==> src/sv/sle_pkg.sv <==
`default_nettype none
// ----------------------------------------------------------------------------
// sle_pkg
// Shared constants, codes and controller/datapath interface types for the
// serial line editor.
// ----------------------------------------------------------------------------
package sle_pkg;

   localparam int LINE_BYTES_DEF = 20;
   localparam int POOL_SIZE_DEF  = 2;

   localparam logic [7:0] KEY_DROP      = 8'h1A;
   localparam logic [7:0] KEY_NEWLINE   = 8'h0A;
   localparam logic [7:0] KEY_BACKSPACE = 8'h08;
   localparam logic [7:0] ALARM_CHAR    = 8'h21;

   localparam logic [1:0] KIND_ECHO    = 2'd0;
   localparam logic [1:0] KIND_ALARM   = 2'd1;
   localparam logic [1:0] KIND_DATA    = 2'd2;
   localparam logic [1:0] KIND_DROPPED = 2'd3;

   typedef enum logic [2:0] {
      S_IDLE,
      S_EVAL,
      S_ALARM,
      S_DROP_LAST,
      S_DROP_FIRST,
      S_ECHO,
      S_PREFETCH,
      S_BURST
   } state_type;

   typedef enum logic [1:0] {
      OUT_ALARM,
      OUT_DROP,
      OUT_ECHO,
      OUT_DATA
   } out_sel_type;

   typedef struct packed {
      logic        load;
      logic        commit;
      logic        prefetch;
      logic        advance;
      out_sel_type out_sel;
      logic        last;
   } sle_cmd_type;

   typedef struct packed {
      logic release_req;
      logic alarm;
      logic term;
      logic term_empty;
      logic bs;
      logic bs_nonempty;
      logic full;
      logic burst_end;
   } sle_status_type;

endpackage
`default_nettype wire

==> src/sv/sle_ctrl.sv <==
`default_nettype none
// ----------------------------------------------------------------------------
// sle_ctrl
// Sequencer: takes one transaction, has the datapath commit it, then walks
// the result transactions it causes.
// ----------------------------------------------------------------------------
module sle_ctrl (
   input  wire logic                    clock,
   input  wire logic                    reset,
   input  wire logic                    req_tvalid,
   output logic                         req_tready,
   output logic                         rsp_tvalid,
   input  wire logic                    rsp_tready,
   input  wire sle_pkg::sle_status_type status,
   output sle_pkg::sle_cmd_type         cmd
);
   import sle_pkg::*;

   state_type state_ff;
   state_type state_in;

   always_ff @(posedge clock) begin
      if (reset) begin
         state_ff <= S_IDLE;
      end else begin
         state_ff <= state_in;
      end
   end

   always_comb begin
      state_in     = state_ff;
      req_tready   = 1'b0;
      rsp_tvalid   = 1'b0;
      cmd.load     = 1'b0;
      cmd.commit   = 1'b0;
      cmd.prefetch = 1'b0;
      cmd.advance  = 1'b0;
      cmd.out_sel  = OUT_ECHO;
      cmd.last     = 1'b1;
      unique case (state_ff)
         S_IDLE: begin
            req_tready = 1'b1;
            cmd.load   = req_tvalid;
            if (req_tvalid) begin
               state_in = S_EVAL;
            end
         end
         S_EVAL: begin
            cmd.commit = 1'b1;
            if (status.release_req) begin
               state_in = S_IDLE;
            end else if (status.alarm) begin
               state_in = S_ALARM;
            end else if (status.term) begin
               state_in = status.term_empty ? S_DROP_LAST : S_PREFETCH;
            end else if (status.bs) begin
               state_in = status.bs_nonempty ? S_ECHO : S_IDLE;
            end else begin
               state_in = status.full ? S_DROP_FIRST : S_ECHO;
            end
         end
         S_ALARM: begin
            rsp_tvalid  = 1'b1;
            cmd.out_sel = OUT_ALARM;
            if (rsp_tready) begin
               state_in = S_IDLE;
            end
         end
         S_DROP_LAST: begin
            rsp_tvalid  = 1'b1;
            cmd.out_sel = OUT_DROP;
            if (rsp_tready) begin
               state_in = S_IDLE;
            end
         end
         S_DROP_FIRST: begin
            rsp_tvalid  = 1'b1;
            cmd.out_sel = OUT_DROP;
            cmd.last    = 1'b0;
            if (rsp_tready) begin
               state_in = S_ECHO;
            end
         end
         S_ECHO: begin
            rsp_tvalid  = 1'b1;
            cmd.out_sel = OUT_ECHO;
            if (rsp_tready) begin
               state_in = S_IDLE;
            end
         end
         S_PREFETCH: begin
            cmd.prefetch = 1'b1;
            state_in     = S_BURST;
         end
         S_BURST: begin
            rsp_tvalid  = 1'b1;
            cmd.out_sel = OUT_DATA;
            cmd.last    = status.burst_end;
            if (rsp_tready) begin
               if (status.burst_end) begin
                  state_in = S_IDLE;
               end else begin
                  cmd.advance = 1'b1;
               end
            end
         end
         default: begin
            state_in = S_IDLE;
         end
      endcase
   end

endmodule
`default_nettype wire

==> src/sv/sle_dp.sv <==
`default_nettype none
// ----------------------------------------------------------------------------
// sle_dp
// Datapath: captured transaction, line store, line count, buffer pool
// accounting and result field selection.
// ----------------------------------------------------------------------------
module sle_dp #(
   parameter int LINE_BYTES = sle_pkg::LINE_BYTES_DEF,
   parameter int POOL_SIZE  = sle_pkg::POOL_SIZE_DEF
) (
   input  wire logic                    clock,
   input  wire logic                    reset,
   input  wire logic                    req_command,
   input  wire logic [7:0]              req_rx_byte,
   input  wire sle_pkg::sle_cmd_type    cmd,
   output sle_pkg::sle_status_type      status,
   output logic [1:0]                   rsp_kind,
   output logic [7:0]                   rsp_data_byte,
   output logic [4:0]                   rsp_line_length
);
   import sle_pkg::*;

   localparam int DEPTH = LINE_BYTES - 1;
   localparam int AW    = $clog2(DEPTH);
   localparam int CW    = $clog2(LINE_BYTES);
   localparam int FW    = $clog2(POOL_SIZE + 1);
   localparam int EXTW  = CW + 5;

   logic [7:0]    line_mem [DEPTH];
   logic [7:0]    rd_data_ff;
   logic [AW-1:0] rd_addr;
   logic          rd_en;
   logic          wr_en;

   logic          command_ff;
   logic [7:0]    rx_ff;
   logic [CW-1:0] count_ff, count_in;
   logic          holding_ff, holding_in;
   logic [FW-1:0] free_ff, free_in;
   logic [CW-1:0] len_ff, len_in;
   logic [AW-1:0] idx_ff, idx_in;

   logic [CW-1:0]   eff_count;
   logic [EXTW-1:0] len_ext;

   assign eff_count = holding_ff ? count_ff : '0;
   assign len_ext   = EXTW'(len_ff);

   always_comb begin
      status.release_req = command_ff;
      status.alarm       = !holding_ff && (free_ff == '0);
      status.term        = (rx_ff == KEY_DROP) || (rx_ff == KEY_NEWLINE);
      status.term_empty  = (rx_ff == KEY_DROP) || (eff_count == '0);
      status.bs          = (rx_ff == KEY_BACKSPACE);
      status.bs_nonempty = (eff_count != '0);
      status.full        = (eff_count >= CW'(DEPTH));
      status.burst_end   = ((CW'(idx_ff) + CW'(1)) == len_ff);
   end

   always_comb begin
      count_in   = count_ff;
      holding_in = holding_ff;
      free_in    = free_ff;
      len_in     = len_ff;
      wr_en      = 1'b0;
      if (cmd.commit) begin
         if (command_ff) begin
            if (free_ff < FW'(POOL_SIZE)) begin
               free_in = free_ff + FW'(1);
            end
         end else if (!status.alarm) begin
            if (!holding_ff) begin
               free_in = free_ff - FW'(1);
            end
            holding_in = 1'b1;
            if (status.term) begin
               len_in     = (rx_ff == KEY_DROP) ? '0 : eff_count;
               holding_in = 1'b0;
               count_in   = '0;
            end else if (status.bs) begin
               count_in = eff_count - CW'(status.bs_nonempty);
            end else if (status.full) begin
               holding_in = 1'b0;
               count_in   = '0;
            end else begin
               wr_en    = 1'b1;
               count_in = eff_count + CW'(1);
            end
         end
      end
   end

   always_comb begin
      idx_in  = idx_ff;
      rd_en   = 1'b0;
      rd_addr = idx_ff;
      if (cmd.prefetch) begin
         idx_in  = '0;
         rd_en   = 1'b1;
         rd_addr = '0;
      end else if (cmd.advance) begin
         idx_in  = idx_ff + AW'(1);
         rd_en   = 1'b1;
         rd_addr = idx_ff + AW'(1);
      end
   end

   always_ff @(posedge clock) begin
      if (reset) begin
         count_ff   <= '0;
         holding_ff <= 1'b0;
         free_ff    <= FW'(POOL_SIZE);
      end else begin
         count_ff   <= count_in;
         holding_ff <= holding_in;
         free_ff    <= free_in;
      end
   end

   always_ff @(posedge clock) begin
      len_ff <= len_in;
      idx_ff <= idx_in;
      if (cmd.load) begin
         command_ff <= req_command;
         rx_ff      <= req_rx_byte;
      end
   end

   always_ff @(posedge clock) begin
      if (wr_en) begin
         line_mem[eff_count[AW-1:0]] <= rx_ff;
      end
      if (rd_en) begin
         rd_data_ff <= line_mem[rd_addr];
      end
   end

   always_comb begin
      unique case (cmd.out_sel)
         OUT_ALARM: begin
            rsp_kind        = KIND_ALARM;
            rsp_data_byte   = ALARM_CHAR;
            rsp_line_length = '0;
         end
         OUT_DROP: begin
            rsp_kind        = KIND_DROPPED;
            rsp_data_byte   = '0;
            rsp_line_length = '0;
         end
         OUT_ECHO: begin
            rsp_kind        = KIND_ECHO;
            rsp_data_byte   = rx_ff;
            rsp_line_length = '0;
         end
         OUT_DATA: begin
            rsp_kind        = KIND_DATA;
            rsp_data_byte   = rd_data_ff;
            rsp_line_length = len_ext[4:0];
         end
         default: begin
            rsp_kind        = KIND_ECHO;
            rsp_data_byte   = rx_ff;
            rsp_line_length = '0;
         end
      endcase
   end

endmodule
`default_nettype wire

==> src/sv/serial_line_editor.sv <==
`default_nettype none
// ----------------------------------------------------------------------------
// serial_line_editor
// Line discipline with backspace over a small pool of line buffers.
// ----------------------------------------------------------------------------
// Takes one transaction at a time. A transaction is accepted in one cycle and
// evaluated in the next; a release command or a silent backspace then ends
// it. An echo, alarm or dropped-line result follows one per cycle while
// rsp_tready is high; an overflowing byte gives a dropped-line result, then
// its echo. Handing on a stored line uses the line store's single registered
// read port: a prefetch state fetches the first byte, and each further byte
// is fetched in the cycle in which the byte before it is taken.
module serial_line_editor #(
   parameter int LINE_BYTES = sle_pkg::LINE_BYTES_DEF,
   parameter int POOL_SIZE  = sle_pkg::POOL_SIZE_DEF
) (
   input  wire logic        clock,
   input  wire logic        reset,
   input  wire logic        req_tvalid,
   output logic             req_tready,
   input  wire logic [7:0]  req_tdata,   // [7:0] rx_byte
   input  wire logic        req_tuser,   // [0] command
   output logic             rsp_tvalid,
   input  wire logic        rsp_tready,
   output logic [15:0]      rsp_tdata,   // [7:0] data_byte, [12:8] line_length
   output logic [1:0]       rsp_tuser,   // [1:0] kind
   output logic             rsp_tlast
);
   import sle_pkg::*;

   sle_cmd_type    cmd;
   sle_status_type status;
   logic [7:0]     data_byte;
   logic [4:0]     line_length;

   sle_ctrl u_ctrl (
      .clock      (clock),
      .reset      (reset),
      .req_tvalid (req_tvalid),
      .req_tready (req_tready),
      .rsp_tvalid (rsp_tvalid),
      .rsp_tready (rsp_tready),
      .status     (status),
      .cmd        (cmd)
   );

   sle_dp #(
      .LINE_BYTES (LINE_BYTES),
      .POOL_SIZE  (POOL_SIZE)
   ) u_dp (
      .clock           (clock),
      .reset           (reset),
      .req_command     (req_tuser),
      .req_rx_byte     (req_tdata),
      .cmd             (cmd),
      .status          (status),
      .rsp_kind        (rsp_tuser),
      .rsp_data_byte   (data_byte),
      .rsp_line_length (line_length)
   );

   assign rsp_tdata = {3'b000, line_length, data_byte};
   assign rsp_tlast = cmd.last;

   a_one_at_a_time: assert property (@(posedge clock) disable iff (reset)
      req_tready |-> !rsp_tvalid)
      else $error("input taken while a result is pending");

   a_data_has_length: assert property (@(posedge clock) disable iff (reset)
      (rsp_tvalid && (rsp_tuser == KIND_DATA)) |-> (rsp_tdata[12:8] != 5'd0))
      else $error("line data transaction with zero length");

   a_alarm_alone: assert property (@(posedge clock) disable iff (reset)
      (rsp_tvalid && (rsp_tuser == KIND_ALARM)) |-> rsp_tlast)
      else $error("alarm transaction not marked last");

   a_eval_after_accept: assert property (@(posedge clock) disable iff (reset)
      (req_tvalid && req_tready) |=> !req_tready)
      else $error("second input taken before evaluation");

endmodule
`default_nettype wire
==> config.mk <==
export PLATFORM = sky130hd
export DESIGN_NAME = serial_line_editor
export DESIGN_NICKNAME = d
export VERILOG_FILES = /design/src/sv/sle_pkg.sv /design/src/sv/sle_ctrl.sv /design/src/sv/sle_dp.sv /design/src/sv/serial_line_editor.sv
export SDC_FILE = /design/constraint.sdc
export NUM_CORES = 1
export LEC_CHECK = 0
export BUFFER_PORTS_ARGS = -buffer_cell sky130_fd_sc_hd__buf_4
export CAP_MARGIN = 20
export CORE_MARGIN = 3
export CORE_UTILIZATION = 56
export CTS_CLUSTER_DIAMETER = 200
export DETAILED_ROUTE_END_ITERATION = 12
export PLACE_DENSITY_LB_ADDON = 0.2
export SYNTH_ARGS = -nofsm -noshare
export SYNTH_HDL_FRONTEND = slang
export SYNTH_SLANG_ARGS = --single-unit
==> constraint.sdc <==
create_clock -name clock -period 3.1 [get_ports clock]
set_clock_uncertainty 0.2 [all_clocks]
set_input_delay 0.62 -clock clock [delete_from_list [all_inputs] [get_ports clock]]
set_output_delay 0.62 -clock clock [all_outputs]
set_load 0.01 [all_outputs]
==> impl_results.md, run 1 <==
* Run status: complete, but fails checks
* Failing checks: negative setup slack
* Worst hold margin at 0.166 ns
* Worst Reg-to-Reg Cells at 12
* Crit path depth at 12
* DRT iter0 DRCs at 685
* Initial antenna violation count at 0
* Clock Path Buffers at 2
* Row count at 45
* Post-Syn Instances at 689
* Top cells by count, synth: 174 x edfxtp_1, 53 x nor2_1, 32 x nand2_1, 31 x and3_1, 29 x o21ai_0
* Port bufs at 30
* Total Power at 8760 µW
* Worst hold path type: input pin to flip-flop
* Adder-Cell Fraction of Synth Area at 0.985%
* Post-synth EDFFs at 174
* Reg-to-Reg Start: u_dp.idx_ff[0]
* Die area at 17400 µm²
* Residual DRC count at 0
* Drt pass-1 iters at 5
* Crit Path Class: flip-flop to flip-flop
* Share of cells above drive strength 1 at 30.5%
* Met3 Track Usage GR at 6.45%
* CP arrival at 3.37 ns
* Root Buffer: clkbuf_16
* Flop2flop setup slack at -0.29 ns
* Pwr dens at 798 nW/µm²
* GRT Residual Overflow at 0
* Worst Hold End: u_dp.rx_ff[2]
* Layout area overhead at 23.5%
* Synth top area cells: edfxtp_1 59%, dfxtp_1 3.6%, nor2_1 2.2%, and3_1 2.2%, mux2_2 2.2%
* Num CTS Buffers at 17
* Area share of the leading cell type in the synthesized netlist at 58.8%
* Via density at 6.36
* Gate power share at 40.1%
* Antenna cells at 0
* I/O Pins at 34
* Die H at 132 µm
* Routability cong. at 0.924
* Actual slew at the worst max-slew pin at 0.974 ns
* Clk_lat worst skew at 0.44 ns
* YS warnings at 0
* CP max stage cell: or4b_1
* Max cap viols at 0
* RR Endpoint: u_dp.rd_data_ff[7]
* Min-delay src: req_tdata[2]
* Crit path max fanout at 7
* RSZ-0062 raised after global routing: true
* Switching pwr at 3030 µW
* Die width at 132 µm
* Fmax at 295 MHz
* CTS HTree Levels at 4
* Pint at 5730 µW
* Synth Flop Type: edfxtp_1
* CP delay by family, top: simple AND/OR/NAND/NOR gates
* Placement Cell Area at 9990 µm²
* CTS sink count at 190
* Hpwl dp at 15700 µm
* Core Area at 15400 µm²
* Synth area leader: edfxtp_1
* Most numerous cell in the Yosys netlist: edfxtp_1
* Critical Path, Cell by Cell: ha_4 > xnor2_2 > and2_4 > and3_4 > buf_6 > a21oi_4 > buf_12 > buf_12 > mux2_4 > a221o_1 > o311a_1 > or4b_1
* Synth Area in Compound Gates at 14.4%
* Synthesized area at 8890 µm²
* Simple-Gate Fraction of Synth Area at 12.1%
* Fin nets at 820
* CP Capture Type: flip-flop
* CP peak stage delay at 0.47 ns
* Most Crowded Layer GR: met2
* Final setup viols at 8
* Hold buffer count at CTS at 0
* Period minus WS final at 3.39 ns
* Mux cell area share after synthesis at 5.19%
* First-pass GRT wire length at 36300 µm
* Routed Antenna Nets at 0
* Global Route Usage Sum at 27.5%
* Yosys reg bits at 190
* Async S/R FF share, synth at 0%
* Seq/Total Area, Yosys at 62.4%
* Synth Area in XOR/XNOR at 0.971%
* Design Area, Final at 11000 µm²
* CP bufs+invs at 3
* Clock power share at 23.4%
* Number of global-route vias before repair at 6295
* Post-Route WL at 23900 µm
* Met2 GRT Util at 43.6%
* Final Cycle Share at 109%
* TNS Setup at -1.96 ns
* Vias at 6513
* Hold Crit Depth at 1
* Final WS setup at -0.292 ns
* Worst slack at placement at -0.472 ns
* P_leak at 0.00421 µW
* Largest net degree at the start of global routing at 28
* Worst-path clk slew at 0.07 ns
* Dominant cell type by count on the critical path: buf_12
* Met1 usage at 38.2%
* CTS tree: yes
* Share of power burned in registers at 36.5%
* Relative slew slack at 34.5%
* Switch share at 34.5%
* Wire length per cell at 23.3 µm
* Library cells used by synthesis at 67
* Fin. Hold Viols at 0
* Peak supply drop at 0.538 mV
* Starting Density at 57.8%
* Synth Area per Inst at 12.9 µm²
* Final number of max-transition violations at 0
* Main combinational cell family by area after synthesis: compound AO/OA/AOI/OAI gates
* Startpoint Class: flip-flop
* Crit path required time at 3.08 ns
-- how the worst max path moves through the flow --
stage,startpoint,endpoint,slack [ns]
after global routing,u_dp.idx_ff[0],u_dp.rd_data_ff[3],-0.33
after global placement,u_dp.idx_ff[1],u_dp.rd_data_ff[3],-0.37
final,u_dp.idx_ff[0],u_dp.rd_data_ff[7],-0.29
after detailed placement,u_dp.idx_ff[1],u_dp.rd_data_ff[0],-0.47
after CTS,u_dp.idx_ff[0],u_dp.rd_data_ff[7],-0.28
after floorplan,rsp_tready,u_dp.rd_data_ff[6],-0.1
-- per-stage QoR --
| stage | std cells | util (%) |
|---|---|---|
| floorplan | 691 | - |
| global placement | 980 | 65.0 |
| detailed placement | 980 | 65.0 |
| CTS | 1023 | 70.8 |
| global route | 1024 | 71.4 |
| finish | 1024 | 71.4 |
-- timing repair --
action,in CTS,in global routing
setup buffers,7,2
gates resized for setup,38,21
pin swaps,16,5
setup endpoints to repair,141,161
gates cloned,4,0
-- power by group through the flow --
stage / Combinational (µW) / Sequential (µW) / Clock, µW
2_1_floorplan: 1870 / 3290 / 0
3_3_place_gp: 2980 / 3240 / 0
3_5_place_dp: 3050 / 3250 / 0
4_1_cts: 3410 / 3190 / 2060
5_1_grt: 3720 / 3210 / 2180
6_report: 3510 / 3200 / 2050
-- per-layer routing --
metal | share of wire [%] | routed length [µm] | up-vias
met5 | 0 | 0 | -
met4 | 2.5 | 586 | 0
met3 | 8.3 | 1990 | 51
met2 | 47 | 11300 | 337
met1 | 42 | 10000 | 3222
li1 | - | - | 2903
-- state kept, by name, indices dropped and copies added (netlist names) --
register         flops
u_dp.rd_data_ff      8
u_ctrl.state_ff      3
u_dp.rx_ff           8
u_dp.line_mem      152
u_dp.count_ff        5
u_dp.idx_ff          5
u_dp.len_ff          5
u_dp.command_ff      1
u_dp.free_ff         2
u_dp.holding_ff      1
-- cells in the final DEF, fill, tap and decap left out, drive strengths merged, types with 10 or more instances in the layout --
master and n:
a21oi 21, buf 135, o211a 16, dfxtp 16, and3 31, nand3 25, o21ai 32, a211oi 10
mux2i 14, nor3 27, edfxtp 174, o2111ai 16, a221o 16, nand2 33, mux2 28, a211o 10
clkbuf 18, inv 29, nor2 54
-- logic make-up after synthesis --
kind of cell	count (synthesis)
buffers and inverters	74
XOR/XNOR	9
flip-flops	190
multiplexers	39
other	1
AND/OR/NAND/NOR	207
adder cells (fa/ha/maj)	7
AO/OA/AOI/OAI	162
-- layout make-up --
| type | instances | area (µm²) |
|---|---|---|
| repair buffers | 135 | 1160 |
| clock buffers | 18 | 429 |
| fillers | 1023 | 4400 |
| well taps | 211 | 264 |
| inverters | 26 | 97.6 |
| flip-flops and latches | 190 | 5550 |
| multi-input cells | 430 | 3350 |
| clock inverters | 14 | 119 |
No activity file was read; power rests on OpenSTA's default activity.
==> run 2, diff against run 1 <==
==> constraint.sdc (replaced) <==
create_clock -name clock -period 3.1 [get_ports clock]
set_clock_uncertainty 0.2 [all_clocks]
set_input_delay 0.155 -clock clock [delete_from_list [all_inputs] [get_ports clock]]
set_output_delay 0.155 -clock clock [all_outputs]
set_load 0.01 [all_outputs]
==> impl_results.md, run 2 (synthesized netlist as in run 1, its figures left out) <==
* Run status: complete, but fails checks (unchanged)
* Failing checks: negative setup slack (unchanged)
* Total placed cells including tap cells at 986 (was 980)
* Routed Antenna Nets at 0 (unchanged)
* Fin. Hold Viols at 0 (unchanged)
* CTS HTree Levels at 4 (unchanged)
* Final cell count without fillers at 1045 (was 1024)
* CP arrival at 3.41 ns (was 3.37 ns)
* Worst hold path type: input pin to flip-flop (unchanged)
* Antenna cells at 0 (unchanged)
* Wire length per cell at 23.5 µm (was 23.3 µm)
* Die area at 17400 µm² (unchanged)
* Die H at 132 µm (unchanged)
* Post-Route WL at 24600 µm (was 23900 µm)
* Total Power at 9080 µW (was 8760 µW)
* DRT iter0 DRCs at 799 (was 685)
* Commonest cells after routing, fill and taps aside: 174 x edfxtp_1, 128 x buf_4, 50 x nor2_1 (was 174 x edfxtp_1, 119 x buf_4, 49 x nor2_1)
* Actual slew at the worst max-slew pin at 0.681 ns (was 0.974 ns)
* Final setup viols at 8 (unchanged)
* I/O Pins at 34 (unchanged)
* First-pass GRT wire length at 37300 µm (was 36300 µm)
* Vias at 6627 (was 6513)
* Relative slew slack at 54.6% (was 34.5%)
* Crit Path Class: flip-flop to flip-flop (unchanged)
* Drt pass-1 iters at 5 (unchanged)
* Largest net degree at the start of global routing at 30 (was 28)
* RSZ-0062 raised after global routing: true (unchanged)
* Hpwl dp at 15900 µm (was 15700 µm)
* Worst-path clk slew at 0.07 ns (about the same)
* Max cap viols at 0 (unchanged)
* Routability cong. at 0.953 (was 0.924)
* Clk_lat worst skew at 0.44 ns (about the same)
* Initial antenna violation count at 0 (unchanged)
* Layout area overhead at 25.4% (was 23.5%)
* Die width at 132 µm (unchanged)
* Fmax at 292 MHz (was 295 MHz)
* Pwr dens at 815 nW/µm² (was 798 nW/µm²)
* Fin nets at 841 (was 820)
* Global Route Usage Sum at 28.3% (was 27.5%)
* Max reg flops at 152 (unchanged)
* Share of cells above drive strength 1 at 29.7% (was 30.5%)
* TNS Setup at -2.53 ns (was -1.96 ns)
* Period minus WS final at 3.43 ns (was 3.39 ns)
* Final number of max-transition violations at 0 (unchanged)
* CP Capture Type: flip-flop (unchanged)
* Residual DRC count at 0 (unchanged)
* Fillers at 1032 (was 1023)
* Final WS setup at -0.328 ns (was -0.292 ns)
* Number of global-route vias before repair at 6449 (was 6295)
* Starting Density at 57.8% (unchanged)
* Core Area at 15400 µm² (unchanged)
* Clock Path Buffers at 2 (unchanged)
* P_leak at 0.00434 µW (was 0.00421 µW)
* Num CTS Buffers at 17 (unchanged)
* Crit path max fanout at 7 (unchanged)
* Final Cycle Share at 111% (was 109%)
* Port bufs at 30 (unchanged)
* Via density at 6.34 (was 6.36)
* Startpoint Class: flip-flop (unchanged)
* Root Buffer: clkbuf_16 (unchanged)
* CTS tree: yes (unchanged)
* Commonest non-fill, non-tap cell in the layout: edfxtp_1 (unchanged)
* GRT Residual Overflow at 0 (unchanged)
* Crit path required time at 3.08 ns (about the same)
* CTS sink count at 190 (unchanged)
* Peak supply drop at 0.472 mV (was 0.538 mV)
* Row count at 45 (unchanged)
## run 2: changes by cell type in the layout (fill, tap and decap cells not counted), sizes merged
cell / change
buf: +8
inv: +3
clkinv: -6
dlygate4sd3: +11
nor2: +2
bufinv: +3
## run 2: worst paths after layout
kind	slack, ns	from	end	depth (start not counted)
setup / recovery	-0.33	u_dp.len_ff[3]	u_dp.rd_data_ff[3]	10
hold / removal	0.01	req_tvalid	u_ctrl.state_ff[1]	5
setup reg to reg	-0.33	u_dp.len_ff[3]	u_dp.rd_data_ff[3]	10
hold reg to reg	0.40	u_dp.free_ff[1]	u_dp.free_ff[1]	2
## run 2: cell type report
class / count / area, µm² / area share (%)
clock buffers: 18 / 429 / 3.85
clock inverters: 14 / 204 / 1.83
well taps: 211 / 264 / 2.37
flip-flops and latches: 190 / 5550 / 49.8
inverters: 26 / 97.6 / 0.876
repair buffers: 154 / 1310 / 11.8
multi-input cells: 432 / 3280 / 29.5
## run 2: stage by stage
| stage | area [µm²] | hold WS (ns) | utilization, % | setup WS (ns) |
|---|---|---|---|---|
| after floorplan | 8960 | 0.0343 | - | -0.0951 |
| after global placement | 10000 | 0.133 | 65.3 | -0.314 |
| after detailed placement | 10000 | 0.134 | 65.3 | -0.381 |
| after CTS | 11000 | 0.000506 | 71.6 | -0.263 |
| after global routing | 11100 | 0.124 | 72.5 | -0.370 |
| final | 11100 | 0.0143 | 72.5 | -0.328 |
## run 2: report_power, final
group,internal [µW],leakage (µW),switching [µW],total [µW]
clock,1370,0.000305,980,2350
combinational,1580,0.00233,1960,3540
sequential,3080,0.00170,104,3190
## run 2: layer usage
layer	track usage (%)	up-vias	share of wire, %
met5	0	-	0
met2	45.0	383	48
met1	38.6	3231	41
met4	9.28	0	2.4
li1	-	2955	-
met3	7.25	58	8.8
## run 2: timing repair
item                                    4_1_cts  5_1_grt
endpoints found under the hold margin        20        0
buffers inserted                              8        3
endpoints found under the setup margin        8      160
resized for setup                            23       25
cloned                                        5        0
pin swaps                                    17       19
hold buffers                                 11        0
## run 2: worst max-delay path: stages (launching register included)
cell and delay (ns):
edfxtp_1 0.51, xnor2_2 0.29, xnor2_2 0.11, and3_4 0.22, buf_6 0.13, a21oi_4 0.22
buf_12 0.16, mux2_4 0.36, a221o_1 0.35, o311a_1 0.15, or4b_1 0.47
